--- config.mk ---
export PLATFORM = sky130hd
export DESIGN_NAME = vlb_queue
export DESIGN_NICKNAME = d
export VERILOG_FILES = /design/src/sv/vlb_queue.sv
export SDC_FILE = /design/constraint.sdc
export NUM_CORES = 1
export LEC_CHECK = 0
export ABC_AREA = 1
export BUFFER_PORTS_ARGS = -buffer_cell sky130_fd_sc_hd__buf_2
export CORE_MARGIN = 5
export CORE_UTILIZATION = 35
export DETAILED_ROUTE_END_ITERATION = 7
export GPL_ROUTABILITY_DRIVEN = 0
export SYNTH_ARGS = -nofsm -noshare
export SYNTH_HDL_FRONTEND = slang
export SYNTH_SLANG_ARGS = --single-unit
--- constraint.sdc ---
create_clock -name clock -period 2.71 [get_ports clock]
set_input_delay 0.271 -clock clock [delete_from_list [all_inputs] [get_ports clock]]
set_output_delay 0.271 -clock clock [all_outputs]
set_load 0.01 [all_outputs]
--- src/sv/vlb_queue.sv ---
// Small register queue with separate push and pop sides.
// Depth must be a power of two of at least two. No dependencies.
module vlb_queue #(
   parameter int WIDTH = 8,
   parameter int DEPTH = 2
) (
   input  logic             clock,
   input  logic             reset,
   input  logic             push,
   input  logic [WIDTH-1:0] push_data,
   output logic             full,
   input  logic             pop,
   output logic             empty,
   output logic [WIDTH-1:0] pop_data
);

   localparam int PTR_BITS   = $clog2(DEPTH);
   localparam int COUNT_BITS = $clog2(DEPTH + 1);

   logic [WIDTH-1:0]      slot_ff [DEPTH];
   logic [PTR_BITS-1:0]   write_ptr_ff, write_ptr_in;
   logic [PTR_BITS-1:0]   read_ptr_ff, read_ptr_in;
   logic [COUNT_BITS-1:0] count_ff, count_in;
   logic                  push_fire;
   logic                  pop_fire;

   assign full      = (count_ff == COUNT_BITS'(DEPTH));
   assign empty     = (count_ff == '0);
   assign push_fire = push && !full;
   assign pop_fire  = pop && !empty;
   assign pop_data  = slot_ff[read_ptr_ff];

   // Pointer and occupancy update for each transfer.
   always_comb begin
      write_ptr_in = write_ptr_ff;
      read_ptr_in  = read_ptr_ff;
      count_in     = count_ff;
      if (push_fire) begin
         write_ptr_in = write_ptr_ff + 1'b1;
      end
      if (pop_fire) begin
         read_ptr_in = read_ptr_ff + 1'b1;
      end
      if (push_fire && !pop_fire) begin
         count_in = count_ff + 1'b1;
      end else if (!push_fire && pop_fire) begin
         count_in = count_ff - 1'b1;
      end
   end

   always_ff @(posedge clock) begin
      if (reset) begin
         write_ptr_ff <= '0;
         read_ptr_ff  <= '0;
         count_ff     <= '0;
      end else begin
         write_ptr_ff <= write_ptr_in;
         read_ptr_ff  <= read_ptr_in;
         count_ff     <= count_in;
      end
   end

   // Payload slots need no reset.
   always_ff @(posedge clock) begin
      if (push_fire) begin
         slot_ff[write_ptr_ff] <= push_data;
      end
   end

endmodule

**Yosys cells after proc, flatten, opt, wreduce, memory -nomap -nowiden**

Memories as Yosys holds them, arrays and structs flattened. A register that Yosys moved wholly into a read port is not among the register bits.
Cells that the tools add are included.

- Register bits after elaboration: 4
- Memory bits (writable): 16
- Input port bits: 12
- Output and inout bits: 10
- Logic and storage cells: 25
- Memories: 1

- $add $sub $neg: 4
- Equal/unequal tests: 1
- Mux-type cells: 6
- Reductions and logical operators: 10

Memory list:

| memory | words | bits a word | read ports | clocked after Yosys merged registers in | wr ports | RTL line | RTL |
|---|---|---|---|---|---|---|---|
| slot_ff | 2 | 8 | 1 | 1 | 1 | 20 | `logic [WIDTH-1:0] slot_ff [DEPTH];` |

Operator list:

| operator | number |
|---|---|
| $logic_and A1 B1 Y1 | 4 |
| $logic_not A1 Y1 | 4 |
| $mux W1 | 4 |
| $mux W2 | 2 |
| $add A1 B1 Y1 const B | 2 |
| $add A2 B1 Y2 const B | 1 |
| $eq A2 B2 Y1 const B | 1 |
| $logic_not A2 Y1 | 1 |
| $reduce_bool A2 Y1 | 1 |
| $sub A2 B1 Y2 const B | 1 |

**Longest topological paths before layout**

Gate-level depths: netlist of the first run.

- Depth in word-level cells: 7
- Depth in mapped cells: 10
- Mapped depth without buffers: 10

**Least setup slack after synthesis of the first run**

OpenSTA, ideal clock, no wires.

- Kind: register -> register
- From: register count_ff[0]
- To: memory slot_ff[1][0] (enable)
- Library setup time: 0.370 ns
- Arrival time: 0.951 ns
- Data required time: 2.340 ns
- Slack: 1.389 ns
- Cell stages (with the launch flop): 3
- Buffers on the path: 0
- Clock period less this slack: 1.321 ns
- Cell sequence: dfxtp_1 -> o21ai_2 -> nor2_1

- Word-level cells in the longest chain between the ends: 5

Ends and longest elaborated chain:

| item | RTL line | RTL |
|---|---|---|
| start, declared | 23 | `logic [COUNT_BITS-1:0] count_ff, count_in;` |
| start signal, assigned | 59 | `count_ff <= count_in;` |
| $eq A2 B2 Y1 | 27 | `assign full = (count_ff == COUNT_BITS'(DEPTH));` |
| $logic_not A1 Y1 | 29 | `assign push_fire = push && !full;` |
| $logic_and A1 B1 Y1 | 29 |  |
| $mux W1 | 65 | `if (push_fire) begin` |
| $mux W1 (not written as such) | 66 | `slot_ff[write_ptr_ff] <= push_data;` |
| end, declared | 20 |  |

Every way passes these cells.

==> flow_metrics.tcl, run 1 <==
set metrics [dict create \
    status "finished clean" \
    root_buffer "clkbuf_4" \
    cts_tree "done" \
    place_worst_setup_slack_ps 1160 \
    synth_top_area_share_pct 58.0 \
    worst_slack_ps 1050 \
    postCtsHoldBufs 0 \
    via_count 520 \
    antenna_found_initial 0 \
    numCtsBuffers 3 \
    cts_setup_buffers 0 \
    period_minus_slack_ps 1660 \
    die_h_microns 58.6 \
    wl_met1_microns 526 \
    nets 100 \
    dr.pass1.iters 2 \
    synth_async_sr_flop_share_pct 0 \
    min_delay_path_depth 1 \
    grt_pass1_vias 528 \
    multiInputGateArea_sq_um 209 \
    crit_buf_inv 1 \
    top_layer "met4" \
    clkTransAtPathRegs_ps 100 \
    globalRouteTotalUtil_pct 8.89 \
    wl_met2_microns 699 \
    r2r_cells 2 \
    ys_top_cells_by_area "edfxtp_1 58%, dfxtp_1 12%, mux2_2 11%" \
    drv_cap 0 \
    n_fill_cell 222 \
    seq_area_sq_um 581 \
    hp-class "input port to register" \
    area_growth_pct 19.6 \
    placed_area_sq_um 963 \
    ir_worst_vdd_v 0.000390 \
    yosysMostFrequentCell "edfxtp_1" \
    hpwl_microns 992 \
    finalMaxSlewViolations 0 \
    drt_wl_total_microns 1350 \
    synth_nets 75 \
    num_io_pins 22 \
    met3RoutedLength_microns 110 \
    fp.dieW_microns 58.6 \
    synth.avg_cell_area_sq_um 13.4 \
    drt_iter0_drc 6 \
    drc 0 \
    grt_pass1_wl_microns 2200 \
    critical_path_class "register to primary output" \
    leakagePower_nw 0.408 \
    viasPerCell 4.56 \
    synthDistinctLibCells 16 \
    cpPeakStageDelay_ps 570 \
    initial_core_util_pct 37.1 \
    io_buffers 21 \
    grt_setup_unrepaired "false" \
    cp.arrival_ps 1390 \
    powerDensity_mw_per_mm2 867 \
    path_cells "mux2_2, buf_2" \
    crit_required_ps 2440 \
    post_route_cells_drive_above_1_share_pct 44.2 \
    gr-total-overflow 0 \
    fmax_mhz 601 \
    synth_top_cell_by_area "edfxtp_1" \
    insertion_delay_ps 290 \
    relSlewSlack_pct 53.3 \
    synth_seq_cells 21 \
    synthCells 62 \
    cts_max_path_buffers 2 \
    rows 17 \
    final_core_util_pct 44.4 \
    endpoint_kind "primary output" \
    synth_seq_area_share_pct 70.1 \
    setup_tns_ps 0 \
    startpoint_type "register" \
    synth-edff-count 16 \
    clock-sinks 21 \
    core_sq_mm 0.00223 \
    synth_commonest_cells "16 x edfxtp_1, 9 x nor2_1, 8 x mux2_2" \
    die-area_sq_mm 0.00344 \
    finClkSkew_ps 3.31 \
    finalNonFillerCells 114 \
    final_antenna_net_count 0 \
    timing.final.crit_share_pct 61.4 \
    worst_pin_slew_ps 697 \
    ctsResizeCount 0 \
    grt_max_degree 13 \
    placed_cells 110 \
    design_area_sq_um 991 \
    insertedDiodeCount 0 \
    cp_top_family "flip-flops" \
    crit_cells 2 \
    finalHoldViolCount 0 \
    setup_viol 0 \
    syn_area_sq_um 828 \
    cp_max_fo 8 \
    drt-wirelength-per-cell_microns 11.8 \
    htree_levels 1 \
    yosysWarnings 0 \
    ys.flop_type "edfxtp_1" \
    crit_path_top_delay_cell "dfxtp_1" \
]
-- registers in the layout (all words and copies together) (netlist names), named ones only --
signal,cells
slot_ff,16
write_ptr_ff,1
count_ff,2
read_ptr_ff,1
-- where the power goes --
group          leakage, nW  total (W)  internal [W]  switching [W]
clock network       0.0177   0.000141     0.0000549      0.0000865
registers            0.191   0.000456      0.000411      0.0000445
logic                0.200   0.000262      0.000122       0.000141
total                0.408   0.000859      0.000588       0.000272
-- kinds of logic (layout without fill, tap and decap cells) --
| group | count (synthesis) | after routing | synth area share [%] |
|---|---|---|---|
| flip-flops | 21 | 21 | 70.1 |
| adder cells (fa/ha/maj) | 1 | 1 | 1.51 |
| multiplexers | 8 | 8 | 10.9 |
| AO/OA/AOI/OAI | 6 | 6 | 4.53 |
| buffers and inverters | 10 | 34 | 4.68 |
| AND/OR/NAND/NOR | 16 | 16 | 8.31 |
-- metal layers --
layer  track usage, %  up-vias
li1                 -      263
met5                0        -
met1             8.79      240
met2             15.5       15
met4             3.88        0
met3             4.61        2
-- cell type report --
| class | instances | share of cell area [%] |
|---|---|---|
| Multi-Input combinational cell | 31 | 21.1 |
| Clock buffer | 3 | 2.27 |
| Clock inverter | 1 | 0.505 |
| Inverter | 9 | 3.41 |
| Tap cell | 28 | 3.54 |
| Sequential cell | 21 | 58.6 |
| Timing Repair Buffer | 21 | 10.6 |
-- per-stage QoR --
step	hold WS [ps]	power, W
5_1_grt	126	0.000931
3_5_place_dp	464	0.000730
3_3_place_gp	462	0.000722
4_1_cts	145	0.000875
6_report	160	0.000859
2_1_floorplan	370	0.000642
-- path summary, 6_finish.rpt --
check	from	to	slack, ps
max	register	pop_data[2]	1050
min reg2reg	write_ptr_ff	write_ptr_ff	520
min	push_data[4]	slot_ff[0][4]	160
max reg2reg	count_ff[0]	slot_ff[0][4]	1180
-- worst register-to-register path: cells and delay by family (launching register included) --
family / cells / cell delay, ps
DFF: 1 / 490
and+or+nand+nor: 1 / 550
AOI/OAI and AO/OA: 1 / 130
-- cell usage in the layout, fill, tap and decap left out, drive strengths merged --
master   n
buf     21
edfxtp  16
nor2     9
inv      9
mux2     8
dfxtp    5
o21ai    5
nand2    4
clkbuf   3
and2     1
nand3    1
nand4    1
a21oi    1
ha       1
clkinv   1
Power figures use the tool's default switching activity.
==> inputs of run 2 (changes only) <==
clock period = 1.7 ns   (was 2.71 ns; I/O delays follow)
==> run 2 against run 1 <==
Design area rose by 1.5%. Global-route usage rose by 0.35 points. Critical endpoint is now pop_data[1]. Worst hold slack got worse by 100 ps. Via count rose by 0.19%. Register-to-register slack got worse by 930 ps. Clock-buffer cell count did not move. Clock skew rose by 3.2 ps.
==> flow_metrics.tcl, run 2 (same netlist as run 1, synthesis figures left out) <==
set metrics [dict create \
    status "finished clean" \
    post_route_cells_drive_above_1_share_pct 45.5 \
    placed_cells 112 \
    crit_buf_inv 1 \
    root_buffer "clkbuf_4" \
    grt_pass1_wl_microns 2300 \
    fp.dieW_microns 58.6 \
    cts_setup_buffers 0 \
    drv_cap 0 \
    via_count 521 \
    rows 17 \
    cts_tree "done" \
    grt_max_degree 13 \
    die-area_sq_mm 0.00344 \
    finClkSkew_ps 6.54 \
    top_register "slot_ff" \
    relSlewSlack_pct 76.2 \
    finalHoldViolCount 0 \
    globalRouteTotalUtil_pct 9.23 \
    io_buffers 21 \
    setup_tns_ps 0 \
    core_sq_mm 0.00223 \
    critical_path_class "register to primary output" \
    crit_path_top_delay_cell "dfxtp_1" \
    area_growth_pct 21.4 \
    grt_setup_unrepaired "false" \
    num_io_pins 22 \
    insertion_delay_ps 290 \
    antenna_found_initial 0 \
    nets 102 \
    timing.final.crit_share_pct 90.0 \
    finalMaxSlewViolations 0 \
    cts_max_path_buffers 2 \
    drt-wirelength-per-cell_microns 11.2 \
    startpoint_type "register" \
    power_w 0.00138 \
    fmax_mhz 654 \
    reg_top3 "slot_ff (16), count_ff (2)" \
    cp.arrival_ps 1360 \
    drt_wl_total_microns 1290 \
    mostFrequentLayoutCells "21 x buf_2, 16 x edfxtp_1, 9 x nor2_1" \
    numCtsBuffers 3 \
    die_h_microns 58.6 \
    hold-path-endpoint "slot_ff[1][0]" \
    crit_required_ps 1530 \
    whs_ps 55.8 \
    finalNonFillerCells 116 \
    cpPeakStageDelay_ps 550 \
    r2r-start "count_ff[1]" \
    regToRegSetupSlack_ps 250 \
    setup_viol 0 \
    initial_core_util_pct 37.1 \
    clkTransAtPathRegs_ps 110 \
    cp_max_fo 8 \
    gr-total-overflow 0 \
    insertedDiodeCount 0 \
    worst_pin_slew_ps 356 \
    viasPerCell 4.49 \
    r2r_end "count_ff[1]" \
    place_worst_setup_slack_ps 258 \
    cp_top_family "flip-flops" \
    powerDensity_mw_per_mm2 1370 \
    n_fill_cell 221 \
    htree_levels 1 \
    leakagePower_nw 0.419 \
    grt_pass1_vias 549 \
    postCtsHoldBufs 0 \
    period_minus_slack_ps 1530 \
    path_cells "mux2_2, buf_2" \
    drt_iter0_drc 13 \
    largest_reg_flops 16 \
    min_delay_path_depth 1 \
    final_common_cell "buf_2" \
    ir_worst_vdd_v 0.000732 \
    drc 0 \
    endpoint_kind "primary output" \
    dr.pass1.iters 2 \
    worst_slack_ps 170 \
    hp-class "input port to register" \
    r2r_cells 9 \
    final_antenna_net_count 0 \
    hpwl_microns 998 \
    min_from "push_data[0]" \
    ctsResizeCount 0 \
    clock-sinks 21 \
]
run 2: cell count changes in the layout (fill, tap and decap cells not counted), sizes merged:
cell / before / now
buf: 21 / 23
run 2: worst max-delay path by stage:
stage                           start       endpoint  slack, ps  depth (start not counted)
after floorplan           count_ff[0]  slot_ff[1][0]        380                          2
after detailed placement  count_ff[1]    count_ff[1]        260                          9
after CTS                    register    pop_data[1]        120                          2
final                        register    pop_data[1]        170                          2
after global routing         register    pop_data[1]         70                          2
after global placement    count_ff[1]    count_ff[1]        330                          9
run 2: through the flow:
stage          utilization [%]  instance area [sq um]
4_1_cts                   45.0                   1010
3_5_place_dp              43.8                    978
6_report                  45.0                   1010
5_1_grt                   45.0                   1010
2_1_floorplan                -                    828
3_3_place_gp              43.8                    978
run 2: report_power, final:
| group | leakage [nW] | total (W) | internal, W | switching (W) |
|---|---|---|---|---|
| Sequential | 0.191 | 0.000726 | 0.000654 | 0.0000715 |
| Clock | 0.0177 | 0.000225 | 0.0000875 | 0.000137 |
| Combinational | 0.210 | 0.000425 | 0.000205 | 0.000220 |
run 2: routing by layer:
metal	part of all wire, %	global-route usage (%)	up-vias	wire (microns)
met3	9.2	3.07	4	119
met4	2.4	6.80	0	31
met2	48	15.6	17	620
li1	-	-	264	-
met5	0	0	-	0
met1	40	9.42	236	523
run 2: layout make-up:
class,instances,area (sq um),area share [%]
Multi-Input combinational cell,31,209,20.8
Inverter,9,33.8,3.36
Sequential cell,21,581,57.7
Timing Repair Buffer,23,120,11.9
Tap cell,28,35.0,3.48
Clock buffer,3,22.5,2.24
Clock inverter,1,5.00,0.498
==> inputs of run 3 (changes only) <==
ABC_AREA = default   (was 1)
==> run 3 against run 2 <==
Total power decreased by 2.2%. Die area is 3.5% lower. Worst hold slack better by 13 ps. Sequential share of layout area rose by 3.1 points. Via count down 14%. Highest routed layer is now met3. Register-to-register slack lost 110 ps. Largest power group unchanged.
==> flow_metrics.tcl, run 3 <==
set metrics [dict create \
    via_count 448 \
    synth_async_sr_flop_share_pct 0 \
    ctsResizeCount 0 \
    synth_top_area_share_pct 60.6 \
    finalHoldViolCount 0 \
    gr-total-overflow 0 \
    crit_path_top_delay_cell "dfxtp_1" \
    dr.pass1.iters 2 \
    timing.final.crit_share_pct 91.6 \
    clkTransAtPathRegs_ps 100 \
    multiInputGateArea_sq_um 200 \
    endpoint_kind "register" \
    final_common_cell "buf_2" \
    htree_levels 1 \
    clock-sinks 21 \
    drt-wirelength-per-cell_microns 12.0 \
    synth_top_cell_by_area "edfxtp_1" \
    startpoint_type "register" \
    fmax_mhz 642 \
    hp-class "input port to register" \
    hpwl_microns 928 \
    setup_tns_ps 0 \
    cp.arrival_ps 1780 \
    synth_seq_area_share_pct 73.2 \
    cpPeakStageDelay_ps 380 \
    r2r_cells 4 \
    ys.flop_type "edfxtp_1" \
    numCtsBuffers 3 \
    status "finished clean" \
    finalMaxSlewViolations 0 \
    final_antenna_net_count 0 \
    globalRouteTotalUtil_pct 8.15 \
    antenna_found_initial 0 \
    cp_max_fo 5 \
    worst_slack_ps 143 \
    grt_max_degree 12 \
    n_fill_cell 210 \
    cp-startpoint "count_ff[0]" \
    r2r-start "count_ff[0]" \
    cts_setup_buffers 0 \
    viasPerCell 4.39 \
    place_worst_setup_slack_ps 152 \
    synthDistinctLibCells 13 \
    synth.avg_cell_area_sq_um 15.9 \
    synth_commonest_cells "16 x edfxtp_1, 8 x mux2_2, 5 x dfxtp_1, 5 x nor2_1" \
    min_from "push_data[4]" \
    syn_area_sq_um 793 \
    synth_seq_cells 21 \
    core_sq_mm 0.00219 \
    num_io_pins 22 \
    insertion_delay_ps 280 \
    reg_top3 "slot_ff (16), count_ff (2)" \
    mostFrequentLayoutCells "21 x buf_2, 16 x edfxtp_1, 8 x mux2_2" \
    drc 0 \
    endpoint "count_ff[1]" \
    crit_cells 4 \
    area_growth_pct 20.3 \
    ir_worst_vdd_v 0.000667 \
    rows 17 \
    path_cells "o21ai_0, ha_1, or3_1, a21oi_1" \
    io_buffers 21 \
    drv_cap 0 \
    leakagePower_nw 0.378 \
    die-area_sq_mm 0.00332 \
    regToRegSetupSlack_ps 140 \
    grt_pass1_wl_microns 2010 \
    postCtsHoldBufs 0 \
    cts_max_path_buffers 2 \
    cts_tree "done" \
    relSlewSlack_pct 75.7 \
    initial_core_util_pct 36.2 \
    drt_iter0_drc 5 \
    yosysMostFrequentCell "edfxtp_1" \
    worst_pin_slew_ps 365 \
    yosysWarnings 0 \
    top_register "slot_ff" \
    crit_buf_inv 0 \
    die_h_microns 57.6 \
    drt_wl_total_microns 1220 \
    critical_path_class "register to register" \
    root_buffer "clkbuf_4" \
    ys_top_cells_by_area "edfxtp_1 61%, dfxtp_1 13%, mux2_2 11%" \
    crit_required_ps 1930 \
    post_route_cells_drive_above_1_share_pct 44.6 \
    powerDensity_mw_per_mm2 1410 \
    largest_reg_flops 16 \
    fp.dieW_microns 57.6 \
    synthCells 50 \
    finClkSkew_ps 0.704 \
    seq_area_sq_um 581 \
    nets 88 \
    insertedDiodeCount 0 \
    setup_viol 0 \
    period_minus_slack_ps 1560 \
    grt_pass1_vias 470 \
    grt_setup_unrepaired "false" \
    cp_top_family "compound AO/OA/AOI/OAI gates" \
    synth-edff-count 16 \
    synth_nets 63 \
    r2r_end "count_ff[1]" \
]
-- run 3: cell types whose count changed after synthesis, sizes merged --
cell   previous run  this run
inv               9         2
a21oi             1         2
nand4             1         0
nor2              9         5
or3               0         2
xor2              0         3
nand3             1         0
o21ai             5         3
nor2b             0         1
nand2             4         0
-- run 3: routing by layer --
metal	global-route usage [%]	vias up	wire [microns]
met5	0	-	0
met4	3.97	0	0
met3	3.62	0	121
met2	13.9	15	590
met1	8.47	204	512
li1	-	229	-
-- run 3: cell type report --
| type | instances | area share, % |
|---|---|---|
| sequential | 21 | 60.8 |
| multi-input combinational | 26 | 21.0 |
| timing repair buffer | 21 | 11.0 |
| tap | 28 | 3.67 |
| clock buffer | 4 | 2.75 |
| inverter | 2 | 0.786 |
-- run 3: cells by family after synthesis --
family                     after synthesis  synth area share (%)
adders and majority gates                1                  1.58
DFF                                     21                  73.2
buffers and inverters                    3                  1.58
and+or+nand+nor                          9                  5.84
AOI/OAI and AO/OA                        5                  3.15
muxes                                    8                  11.4
xor gates and xnor gates                 3                  3.31
-- run 3: where the power goes --
group,internal [W],switching (W)
Clock,0.0000910,0.000131
Sequential,0.000655,0.0000665
Combinational,0.000201,0.000201
Total,0.000947,0.000398
-- run 3: stage by stage --
step / power [W] / hold WS [ps] / instance area [sq um] / std cells / util, %
after global routing: 0.00145 / 38.6 / 955 / 102 / 43.6
final: 0.00135 / 68.8 / 955 / 102 / 43.6
after global placement: 0.00113 / 359 / 928 / 98 / 42.4
after floorplan: 0.00100 / 239 / 793 / 50 / -
after CTS: 0.00137 / 50.1 / 955 / 102 / 43.6
after detailed placement: 0.00114 / 364 / 928 / 98 / 42.4
-- run 3: worst min-delay path by stage --
stage	to	slack, ps	cells after the start
floorplan	count_ff[1]	240	1
global placement	slot_ff[0][7]	360	1
detailed placement	slot_ff[0][7]	360	1
CTS	slot_ff[1][7]	50	1
global route	slot_ff[1][7]	40	1
finish	slot_ff[0][4]	70	1
-- run 3: worst register-to-register path, stage by stage, from the launching register on --
cell and delay, ps:
dfxtp_1 380, o21ai_0 290, ha_1 320, or3_1 380
a21oi_1 140
