**src/sv/vlb_pkg.sv**
```systemverilog
// Shared types and constants for the video line buffer with burst prefetch.
// Holds the classified timing item, the result item and the fetch state type.
// No dependencies.
package vlb_pkg;

   // Fixed data widths.
   localparam int WORD_BITS       = 64;
   localparam int NUM_LINE_STORES = 4;
   localparam int STORE_SEL_BITS  = 2;
   localparam int PIXEL_BITS      = 16;
   localparam int ROW_BITS        = 11;
   localparam int COLUMN_BITS     = 12;
   localparam int FILL_BITS       = 9;
   localparam int ADDRESS_BITS    = 24;
   localparam int PHASE_BITS      = 4;
   localparam int DE_DELAY_BITS   = 4;
   localparam int SYNC_DELAY_BITS = 2;

   // Fixed values.
   localparam logic [FILL_BITS-1:0]   FILL_LOW_MARK = 9'd96;
   localparam logic [COLUMN_BITS-1:0] COLUMN_STEP   = 12'd4;
   localparam logic [COLUMN_BITS-1:0] WIDTH_RESET   = 12'd639;
   localparam logic [PHASE_BITS-1:0]  PHASE_FIRST   = 4'b0001;

   // Fetch engine states.
   typedef enum logic [1:0] {
      FETCH_IDLE,
      FETCH_REQUEST,
      FETCH_WRITING,
      FETCH_END_FRAME
   } fetch_state_type;

   // One classified sample of timing and memory handshakes.
   typedef struct packed {
      logic                 hsync_out;
      logic                 vsync_out;
      logic                 de_out;
      logic                 vsync;
      logic                 vsync_rise;
      logic                 hsync_fall;
      logic                 de;
      logic                 de_prev;
      logic                 de_quiet;
      logic                 mem_ready;
      logic                 resp_valid;
      logic                 resp_last;
      logic [WORD_BITS-1:0] resp_word;
   } item_type;

   // One result of a pixel clock step.
   typedef struct packed {
      logic                    hsync_out;
      logic                    vsync_out;
      logic                    de_out;
      logic [PIXEL_BITS-1:0]   pixel_rgb565;
      logic                    burst_request;
      logic [ADDRESS_BITS-1:0] req_address;
      logic                    word_accept;
   } result_type;

endpackage

```
**src/sv/vlb_front.sv**
```systemverilog
// Front end: takes timing and handshake samples and classifies them.
// Tracks the sync and data enable history and finds their edges.
// Depends on vlb_pkg.
module vlb_front (
   input  logic                          clock,
   input  logic                          reset,
   input  logic                          push,
   output logic                          full,
   input  logic                          hsync_in,
   input  logic                          vsync_in,
   input  logic                          de_in,
   input  logic                          mem_ready,
   input  logic                          resp_valid,
   input  logic                          resp_last,
   input  logic [vlb_pkg::WORD_BITS-1:0] resp_word,
   input  logic                          queue_full,
   output logic                          queue_push,
   output vlb_pkg::item_type             queue_item
);

   logic [vlb_pkg::SYNC_DELAY_BITS-1:0] hsync_delay_ff, hsync_delay_in;
   logic [vlb_pkg::SYNC_DELAY_BITS-1:0] vsync_delay_ff, vsync_delay_in;
   logic [vlb_pkg::DE_DELAY_BITS-1:0]   de_delay_ff, de_delay_in;
   logic                                accept;

   assign full       = queue_full;
   assign accept     = push && !queue_full;
   assign queue_push = accept;

   // Shift the new sample into each history.
   assign hsync_delay_in = {hsync_delay_ff[vlb_pkg::SYNC_DELAY_BITS-2:0], hsync_in};
   assign vsync_delay_in = {vsync_delay_ff[vlb_pkg::SYNC_DELAY_BITS-2:0], vsync_in};
   assign de_delay_in    = {de_delay_ff[vlb_pkg::DE_DELAY_BITS-2:0], de_in};

   always_ff @(posedge clock) begin
      if (reset) begin
         hsync_delay_ff <= '0;
         vsync_delay_ff <= '0;
         de_delay_ff    <= '0;
      end else if (accept) begin
         hsync_delay_ff <= hsync_delay_in;
         vsync_delay_ff <= vsync_delay_in;
         de_delay_ff    <= de_delay_in;
      end
   end

   // Classify the sample against the history held before this transfer.
   always_comb begin
      queue_item            = '0;
      queue_item.hsync_out  = hsync_delay_ff[1];
      queue_item.vsync_out  = vsync_delay_ff[1];
      queue_item.de_out     = de_delay_ff[1];
      queue_item.vsync      = vsync_in;
      queue_item.vsync_rise = vsync_in && !vsync_delay_ff[0];
      queue_item.hsync_fall = !hsync_in && hsync_delay_ff[0];
      queue_item.de         = de_in;
      queue_item.de_prev    = de_delay_ff[0];
      queue_item.de_quiet   = (de_delay_ff == '0);
      queue_item.mem_ready  = mem_ready;
      queue_item.resp_valid = resp_valid;
      queue_item.resp_last  = resp_last;
      queue_item.resp_word  = resp_word;
   end

endmodule

```
**config.mk**
```make
export PLATFORM = sky130hd
export DESIGN_NAME = vlb_front
export DESIGN_NICKNAME = d
export VERILOG_FILES = /design/src/sv/vlb_pkg.sv /design/src/sv/vlb_front.sv
export SDC_FILE = /design/constraint.sdc
export NUM_CORES = 1
export LEC_CHECK = 0
export ABC_AREA = 1
export BUFFER_PORTS_ARGS = -buffer_cell sky130_fd_sc_hd__buf_2
export CORE_ASPECT_RATIO = 1.2
export CORE_MARGIN = 2
export CORE_UTILIZATION = 31
export CTS_CLUSTER_DIAMETER = 50
export CTS_CLUSTER_SIZE = 20
export DETAILED_ROUTE_END_ITERATION = 8
export PLACE_DENSITY_LB_ADDON = 0.12
export SYNTH_ARGS = -nofsm -noshare
export SYNTH_HDL_FRONTEND = slang
export SYNTH_SLANG_ARGS = --single-unit
```
**constraint.sdc**
```tcl
create_clock -name clock -period 1.8 [get_ports clock]
set_clock_uncertainty 0.15 [all_clocks]
set_input_delay 0.09 -clock clock [delete_from_list [all_inputs] [get_ports clock]]
set_output_delay 0.09 -clock clock [all_outputs]
set_load 0.02 [all_outputs]
```
---- Word level (Yosys, flattened, before mapping) ----
Index checks and enable logic that the tools add are counted.
cells by class
  reduce and logical (&&, ||, !) cells .... 7
operators with widths
  cell                 number
  $logic_not A4 Y1     1
  $logic_and A1 B1 Y1  3
  $logic_not A1 Y1     3
storage, ports and cells
  flip-flop bits (word level) ............. 8
  input bits .............................. 74
  output and inout port bits .............. 78
  logic and storage cells ................. 10

---- Logic depth before layout (Yosys ltp) ----
Gate-level depths: netlist of run 1.
  depth after elaboration ................. 2
  mapped depth ............................ 5

---- Worst setup path after synthesis of run 1 ----
No wires, ideal clock.
  path type ............................... register to output
  start point ............................. register de_delay_ff[1] (netlist name)
  end point ............................... output queue_item[67] (netlist name)
  arrival ................................. 0.871 ns
  slack ................................... 0.689 ns
  stages on the path, launching flop included .. 4
  buffers on the path ..................... 0
  path through ............................ dfxtp_1 -> inv_1 -> nand2_1 -> nor3_1
RTL lines
  item                    RTL line         RTL
  start, declared         vlb_front.sv:23  logic [vlb_pkg::DE_DELAY_BITS-1:0] de_delay_ff, de_delay_in;
  start signal, assigned  vlb_front.sv:43  de_delay_ff <= de_delay_in;
  end, declared           vlb_front.sv:18  output vlb_pkg::item_type queue_item

==> metrics.txt, run 1 <==
layout cells sized above 1=41.6%; Yosys top cell area share=58.0%; H-tree depth=1; Final Hold Vio Count=0; Syn Area/Cell=7.32 sq um; Hold Path Depth=5; port bufs=17; Max Slew Vio Count=0; Reg area=160 sq um; Total Wirelength=1610 microns; kind of start point of the critical path=register; fin crit share=70.0%; first-pass GRT wire length=2360 microns; CTS Buf Count=3; post-synthesis cell area=958 sq um; I/O pin cnt=152; core area=3000 sq um; reg2reg path depth=4; Post-Place Setup Slack=791 ps; LEAKAGE=0.000288 uW; Hold Crit Start=hsync_in; max-cap violations=0; root buffer cell=clkbuf_4; Pwr Total=437 uW; Hold-fix buffers, CTS=1; crit path max fanout=3; Finished Core Util=18.5%; Max Clock Freq=794 MHz; Site Rows=22; fin cells=113; # setup viols final=0; fin nets=153; largest net degree at the start of global routing=10; die width=54.8 microns; setup bufs post-CTS=0; R2R Setup Slk=970 ps; CTS tree=done; GR Overflow Total=0; Setup Crit Path Kind=reg2out; CTS Sinks=8; Fillers=343; worst hold path type=in2reg; synthesized flop and latch total=8; Synth Warn #=0; Max clock buf depth=2; CP endpoint kind=output port; vias per cell=4.10; Final Worst Setup Slack=540 ps; Die Span Y=64.9 microns; VDD IR max=0.000197 V; Hold EP=hsync_delay_ff[0]; unrepaired setup endpoints after global routing=no; 1st-pass router iterations=4; Tightest Pin Transition=217 ps; Final min period=1260 ps; setup TNS=0 ps; WP data arrival=1020 ps; Starting Density=31.9%; via count=463; Iteration-0 DRC Markers=3; initial antenna violation count=0; Synth cell types=13; vias in the first global route=494; # DRC=0; register clock-pin slew on the reported worst setup and hold paths=60 ps; status=finished clean; leading area contributor after synthesis=buf_4; total nets after synthesis=205; Detailed Place HPWL=1290 microns; FF-to-FF End=de_delay_ff[1]; area taken by multi-input logic gates=186 sq um; Routed Antenna Nets=0; leading post-synthesis cells by cell area=buf_4 58%, dfxtp_1 17%, nor2_2 5.2%; area grow syn2layout=-42.2%; ANT cells=0; Routability Congestion=0.621; Die ar.=3550 sq um; clk_lat worst skew=250 ps; CP required=1560 ps; All-Layer GR Usage=9.48%; Synth Instances=131; Max-slew headroom=85.5%; DR WL/cell=14.2 microns; Seq/Total Area, Yosys=16.7%; Cells after DPL=109; post-CTS sizing=0; reg2reg start=de_delay_ff[0]; PD cells=789 nW/um^2
## where the power goes
part / switching, uW / internal [uW] / leakage, uW
Sequential: 8.51 / 189 / 0.0000659
Clock: 63.8 / 76.5 / 0.0000138
Combinational: 62.9 / 36.8 / 0.000208
## worst max-delay path by stage
stage	startpoint	end	slack (ps)	cells past startpoint
global route	de_delay_ff[0]	queue_item[67]	480	4
finish	de_delay_ff[1]	queue_item[67]	540	4
CTS	de_delay_ff[1]	queue_item[67]	510	4
floorplan	de_delay_ff[1]	queue_item[67]	690	3
global placement	push	queue_push	800	4
detailed placement	push	queue_push	790	4
## logic make-up (layout without fill, tap and decap cells)
| logic type | Yosys count | in the layout | share of synthesized area [%] |
|---|---|---|---|
| AND/OR/NAND/NOR | 37 | 37 | 19.5 |
| buffers and inverters | 86 | 32 | 63.8 |
| flip-flops | 8 | 8 | 16.7 |
## critical path, stage by stage, from the launching register on
cell	delay, ps
dfxtp_1	330
inv_1	70
nand2_1	60
nor3_1	120
buf_2	190
## stage by stage
step	instance area, sq um	hold WS [ps]
4_1_cts	554	30.1
3_3_place_gp	522	30.1
3_5_place_dp	522	30.1
6_report	554	24.3
5_1_grt	554	30.0
2_1_floorplan	958	75.9
## registers in the layout, indices dropped and copies added, names as in the netlist
| register | count |
|---|---|
| de_delay_ff | 4 |
| hsync_delay_ff | 2 |
| vsync_delay_ff | 2 |
## synth_stat cells
library cell   n
inv_2          1
nor2_8         1
nor2_2         8
inv_4          1
dfxtp_1        8
nand2_1        9
buf_4         74
inv_1          8
nand3_1        8
nor2_1        10
clkinv_2       1
buf_6          1
nor3_1         1
## cell type report
cell class | instances | area share (%)
multi-input cells | 37 | 33.6
flip-flops and latches | 8 | 28.9
repair buffers | 18 | 17.2
inverters | 11 | 8.13
well taps | 36 | 8.13
clock buffers | 3 | 4.06
## layer usage
metal  wire length [microns]  GRT usage (%)
met1                     502           8.39
met2                     622           11.0
met3                     392           8.99
met4                      89           10.9
met5                       0              0
## placed cells by master, fill, tap and decap left out
master and n:
nand3_1 8, buf_2 17, nor2_1 10, nor2_2 8
nor2_8 1, inv_1 8, inv_4 1, nand2_1 9
dfxtp_1 8, clkbuf_4 3, dlygate4sd3_1 1, nor3_1 1
clkinv_2 1, inv_2 1
Power figures use the tool's default switching activity.
==> inputs of run 2 (changes only) <==
Settings changed: CORE_UTILIZATION 31 to 29.
Clock period 1.8 ns to 1.3 ns, I/O delays scaled along.
==> run 2 against run 1 <==
Against the previous run:
- the flow now finishes with violations (negative hold slack)
- non-clock buffer count up 68
- final area is 120% higher
- hold slack got worse by 25 ps
- total power is 110% higher
- sequential power increased by 39%
- largest cell class is now buffers
==> metrics.txt, run 2 (synthesis gave the netlist of run 1 again) <==
status=complete, but fails checks; failing checks=negative hold slack; commonest non-fill, non-tap cell in the layout=dlygate4sd3_1; fin crit share=92.6%; crit path max fanout=3 (unchanged); Final Worst Setup Slack=96.4 ps (-444 ps); Max-slew headroom=83.9% (-1.7 points); CTS tree=done; CP endpoint kind=output port; PD cells=754 nW/um^2 (-4.4%); root buffer cell=clkbuf_4; via count=751 (+62%); worst hold path type=in2reg; # setup viols final=0 (unchanged); area taken by multi-input logic gates=191 sq um (+2.7%); Reg area=160 sq um (unchanged); Max clock buf depth=2 (unchanged); register clock-pin slew on the reported worst setup and hold paths=60 ps (about the same); LEAKAGE=0.000575 uW (+99%); minimum hold slack=-0.876 ps (-25.2 ps); kind of start point of the critical path=register; critical path's slowest cell=dfxtp_1; Final Hold Vio Count=1 (+1); die width=56.5 microns (+3.1%); initial antenna violation count=0 (unchanged); Detailed Place HPWL=1400 microns (+8.2%); Setup Crit Path Kind=reg2out; crit path cell chain=inv_1, nand2_1, nor3_2, buf_4; setup TNS=0 ps (unchanged); first-pass GRT wire length=3210 microns (+36%); vias in the first global route=677 (+37%); port bufs=17 (unchanged); vias per cell=4.15 (+1.3%); Final min period=1200 ps; slowest stage delay, CP=320 ps (about the same); Routability Congestion=0.639 (+2.9%); Routed Antenna Nets=0 (unchanged); CTS Sinks=8 (unchanged); Starting Density=30.8% (-1.1 points); ANT cells=0 (unchanged); WP buf/inv=2 (unchanged); # DRC=0 (unchanged); Die Span Y=67.0 microns (+3.2%); I/O pin cnt=152 (unchanged); CTS Buf Count=3 (unchanged); area grow syn2layout=29.6%; VDD IR max=0.000302 V (+53%); 1st-pass router iterations=2 (-2); Die ar.=3780 sq um (+6.4%); max reg flops=4 (unchanged); most frequent cells in the layout=69 x dlygate4sd3_1, 16 x buf_2, 10 x nor2_1, 9 x nand2_1; Max Slew Vio Count=0 (unchanged); DR WL/cell=13.3 microns (-6.6%); largest net degree at the start of global routing=10 (unchanged); All-Layer GR Usage=11.2% (+1.7 points); core area=3110 sq um (+3.7%); Post-Place Setup Slack=318 ps (-473 ps); WP data arrival=990 ps (-30 ps); Iteration-0 DRC Markers=6 (+3); Finished Cell Area=1240 sq um (+120%); max-cap violations=0 (unchanged); CP delay by family, top=flip-flops; Most flops, register=de_delay_ff; setup bufs post-CTS=0 (unchanged); Fillers=324 (-5.5%); H-tree depth=1 (unchanged); GR Overflow Total=0 (unchanged); CP required=1090 ps (-470 ps); Placed Instance Area=522 sq um (unchanged); Max Clock Freq=831 MHz; unrepaired setup endpoints after global routing=no; clk_lat worst skew=260 ps (about the same); Tightest Pin Transition=241 ps (+24.4 ps); Site Rows=22 (unchanged); fin nets=221 (+44%); Total Wirelength=2400 microns (+50%); largest registers=de_delay_ff x4, hsync_delay_ff x2, vsync_delay_ff x2; layout cells sized above 1=22.8% (-19 points)
[run 2: cell types whose count changed in the layout (fill, tap and decap cells not counted), sizes merged]
cell and delta:
dlygate4sd3 +68
[run 2: cell type report]
| cell class | count | share of cell area, % |
|---|---|---|
| Inverter | 11 | 3.63 |
| Timing Repair Buffer | 86 | 62.6 |
| Tap cell | 36 | 3.63 |
| Clock buffer | 3 | 1.81 |
| Multi-Input combinational cell | 37 | 15.4 |
| Sequential cell | 8 | 12.9 |
[run 2: path summary, 6_finish.rpt]
check                    start                end  slack, ps  cells after the start
max             de_delay_ff[0]     queue_item[67]        100                      4
min                   vsync_in  vsync_delay_ff[0]       -0.9                      5
max reg2reg  vsync_delay_ff[0]  vsync_delay_ff[1]        480                      4
min reg2reg  hsync_delay_ff[1]  hsync_delay_ff[1]        340                      2
[run 2: routing by layer]
layer,track usage (%),routed length [microns],up-vias
met2,21.5,1400,81
li1,-,-,349
met5,0,0,-
met3,3.50,308,2
met4,4.46,19,0
met1,11.1,678,319
[run 2: what timing repair did]
action / CTS / global route
hold buffers: 69 / 0
resized for setup: 0 / 2
endpoints found under the setup margin: 0 / 1
hold endpoints to repair: 69 / 0
[run 2: tightest hold or removal path, stage by stage]
cell	delay, ps
buf_2	80
inv_1	40
nand3_1	60
nand2_1	40
nor2_1	80
[run 2: where the power goes]
group | internal (uW) | switching (uW) | total, uW
Clock | 106 | 94.8 | 201
Combinational | 196 | 268 | 463
Sequential | 261 | 11.7 | 273
[run 2: stage by stage]
| stage | instances | total power (uW) | utilization, % |
|---|---|---|---|
| 3_5_place_dp | 109 | 417 | 16.8 |
| 4_1_cts | 181 | 942 | 39.7 |
| 6_report | 181 | 937 | 39.9 |
| 5_1_grt | 181 | 991 | 39.9 |
| 2_1_floorplan | 131 | 690 | - |
| 3_3_place_gp | 109 | 418 | 16.8 |
==> inputs of run 3 (changes only) <==
Settings changed: BUFFER_PORTS_ARGS -buffer_cell sky130_fd_sc_hd__buf_2 to unset, CORE_AREA set to 2 2 58 60, CORE_ASPECT_RATIO 1.2 to unset, CORE_MARGIN 2 to unset, CORE_UTILIZATION 29 to unset, DIE_AREA set to 0 0 60 62, DONT_BUFFER_PORTS set to 1, PLACE_DENSITY set to 0.5, PLACE_DENSITY_LB_ADDON 0.12 to unset.
==> run 3 against run 2 <==
Against the previous run:
- the flow now finishes without violations
- fmax up 3.0%
- utilization is 0.080 points higher
- via count down 1.6%
- global-route usage shrank 1.4 points
- largest power group unchanged
- highest routed layer unchanged
==> metrics.txt, run 3 (synthesis gave the netlist of run 1 again) <==
status=finished clean; CP endpoint kind=output port; unrepaired setup endpoints after global routing=no; die width=60 microns (+6.2%); fin nets=215 (-2.7%); WP data arrival=950 ps (-40 ps); Fillers=299 (-7.7%); fin crit share=89.9% (-2.7 points); CTS tree=done; core area=3180 sq um (+2.2%); crit path max fanout=2 (-1); H-tree depth=1 (unchanged); Sw Pwr=360 uW (-3.8%); port bufs=0 (-17); # DRC=0 (unchanged); I/O pin cnt=152 (unchanged); Most flops, register=de_delay_ff; Iteration-0 DRC Markers=3 (-3); root buffer cell=clkbuf_4; Finished Cell Area=1270 sq um (+2.4%); 1st-pass router iterations=2 (unchanged); setup bufs post-CTS=0 (unchanged); register clock-pin slew on the reported worst setup and hold paths=60 ps (about the same); setup TNS=0 ps (unchanged); Final Hold Vio Count=0 (-1); max reg flops=4 (unchanged); LEAKAGE=0.000556 uW (-3.3%); worst hold path type=in2out; first-pass GRT wire length=2610 microns (-19%); Tightest Pin Transition=516 ps (+274 ps); kind of start point of the critical path=register; Int Power=565 uW (+0.41%); largest registers=de_delay_ff x4, hsync_delay_ff x2, vsync_delay_ff x2; ANT cells=0 (unchanged); Max clock buf depth=2 (unchanged); Pwr Total=925 uW (-1.3%); via count=739 (-1.6%); largest net degree at the start of global routing=9 (-1); Die ar.=3720 sq um (-1.7%); Die Span Y=62 microns (-7.4%); part of the power in registers=30.0% (+0.9 points); switching fraction of total power=38.9% (-1.0 points); DR WL/cell=11.4 microns (-14%); CP required=1090 ps (about the same); area grow syn2layout=32.8%; reg2reg start=de_delay_ff[1]; Placed Instance Area=472 sq um (-9.6%); Post-Route M1 WL=712 microns (+5.0%); PD cells=727 nW/um^2 (-3.6%); Setup Crit Path Kind=reg2out; All-Layer GR Usage=9.81% (-1.4 points); Max Clock Freq=856 MHz (+3.0%); top layer in use=met4; Logic pwr share=49.0% (-0.4 points); Total Wirelength=2110 microns (-12%); Starting Density=30.1% (-0.67 points); WL met2=1100 microns (-21%); vias in the first global route=600 (-11%); Detailed Place HPWL=1130 microns (-19%); Hold Crit Start=queue_full; Critical path origin=hsync_delay_ff[0]; VDD IR max=0.000290 V (-3.9%); commonest non-fill, non-tap cell in the layout=dlygate4sd3_1; initial antenna violation count=0 (unchanged); max-cap violations=0 (unchanged); Routability Congestion=0.696 (+8.9%); Final min period=1170 ps (-35.5 ps); Clock power frac=21.1% (-0.4 points); Max-slew headroom=65.6% (-18 points); GR Overflow Total=0 (unchanged); met3 WL post-DR=261 microns (-15%); Routed Antenna Nets=0 (unchanged); vias per cell=3.99 (-3.7%); Max Slew Vio Count=0 (unchanged); layout cells sized above 1=13.7% (-9.1 points); clk_lat worst skew=260 ps (about the same); most frequent cells in the layout=76 x dlygate4sd3_1, 10 x nor2_1, 9 x nand2_1; CTS Buf Count=3 (unchanged); Site Rows=21 (-4.5%); CTS Sinks=8 (unchanged); # setup viols final=0 (unchanged)
==> run 3: changes by cell type in the layout (fill, tap and decap cells not counted), sizes merged <==
cell	change
buf	-14
dlymetal6s4s	+1
dlygate4sd3	+7
==> run 3: final cells by class <==
class                           instances  area, sq um  share of cell area (%)
Clock buffer                            3         22.5                    1.77
Inverter                               11         45.0                    3.54
Multi-Input combinational cell         37          191                    15.0
Sequential cell                         8          160                    12.6
Tap cell                               46         57.6                    4.52
Timing Repair Buffer                   80          796                    62.5
==> run 3: timing repair <==
action / 4_1_cts / 5_1_grt
resized for setup: 0 / 2
hold endpoints to repair: 78 / 0
hold buffers: 77 / 0
setup endpoints to repair: 0 / 4
==> run 3: routing by layer <==
layer / vias up / track usage [%]
met1: 307 / 9.99
met5: - / 0
li1: 336 / -
met2: 91 / 18.8
met3: 5 / 2.07
met4: 0 / 5.08
==> run 3: power groups by stage <==
stage | Sequential (uW) | Combinational, uW | Clock (uW)
4_1_cts | 277 | 452 | 199
5_1_grt | 279 | 485 | 208
3_3_place_gp | 282 | 104 | 0
6_report | 277 | 453 | 195
3_5_place_dp | 282 | 106 | 0
2_1_floorplan | 276 | 414 | 0
==> run 3: worst paths after layout <==
path / endpoint / slack (ps) / cells past startpoint
worst max-delay path: queue_item[70] / 130 / 2
worst min-delay path: queue_push / 20 / 1
worst max register to register: de_delay_ff[1] / 430 / 3
worst min register to register: hsync_delay_ff[0] / 350 / 2
==> run 3: worst max-delay path, stage by stage, from the launching register on <==
cell	delay, ps
dfxtp_1	340
inv_1	60
nor2_1	300
==> run 3: stage by stage <==
| stage | instances | worst slack, ps | hold WS (ps) | util (%) |
|---|---|---|---|---|
| after floorplan | 131 | 214 | 25.9 | - |
| after global placement | 105 | 377 | -19.9 | 14.8 |
| after detailed placement | 105 | 351 | -19.9 | 14.8 |
| after CTS | 185 | 34.7 | 16.4 | 39.8 |
| after global routing | 185 | 34.5 | 17.2 | 40.0 |
| final | 185 | 132 | 17.5 | 40.0 |
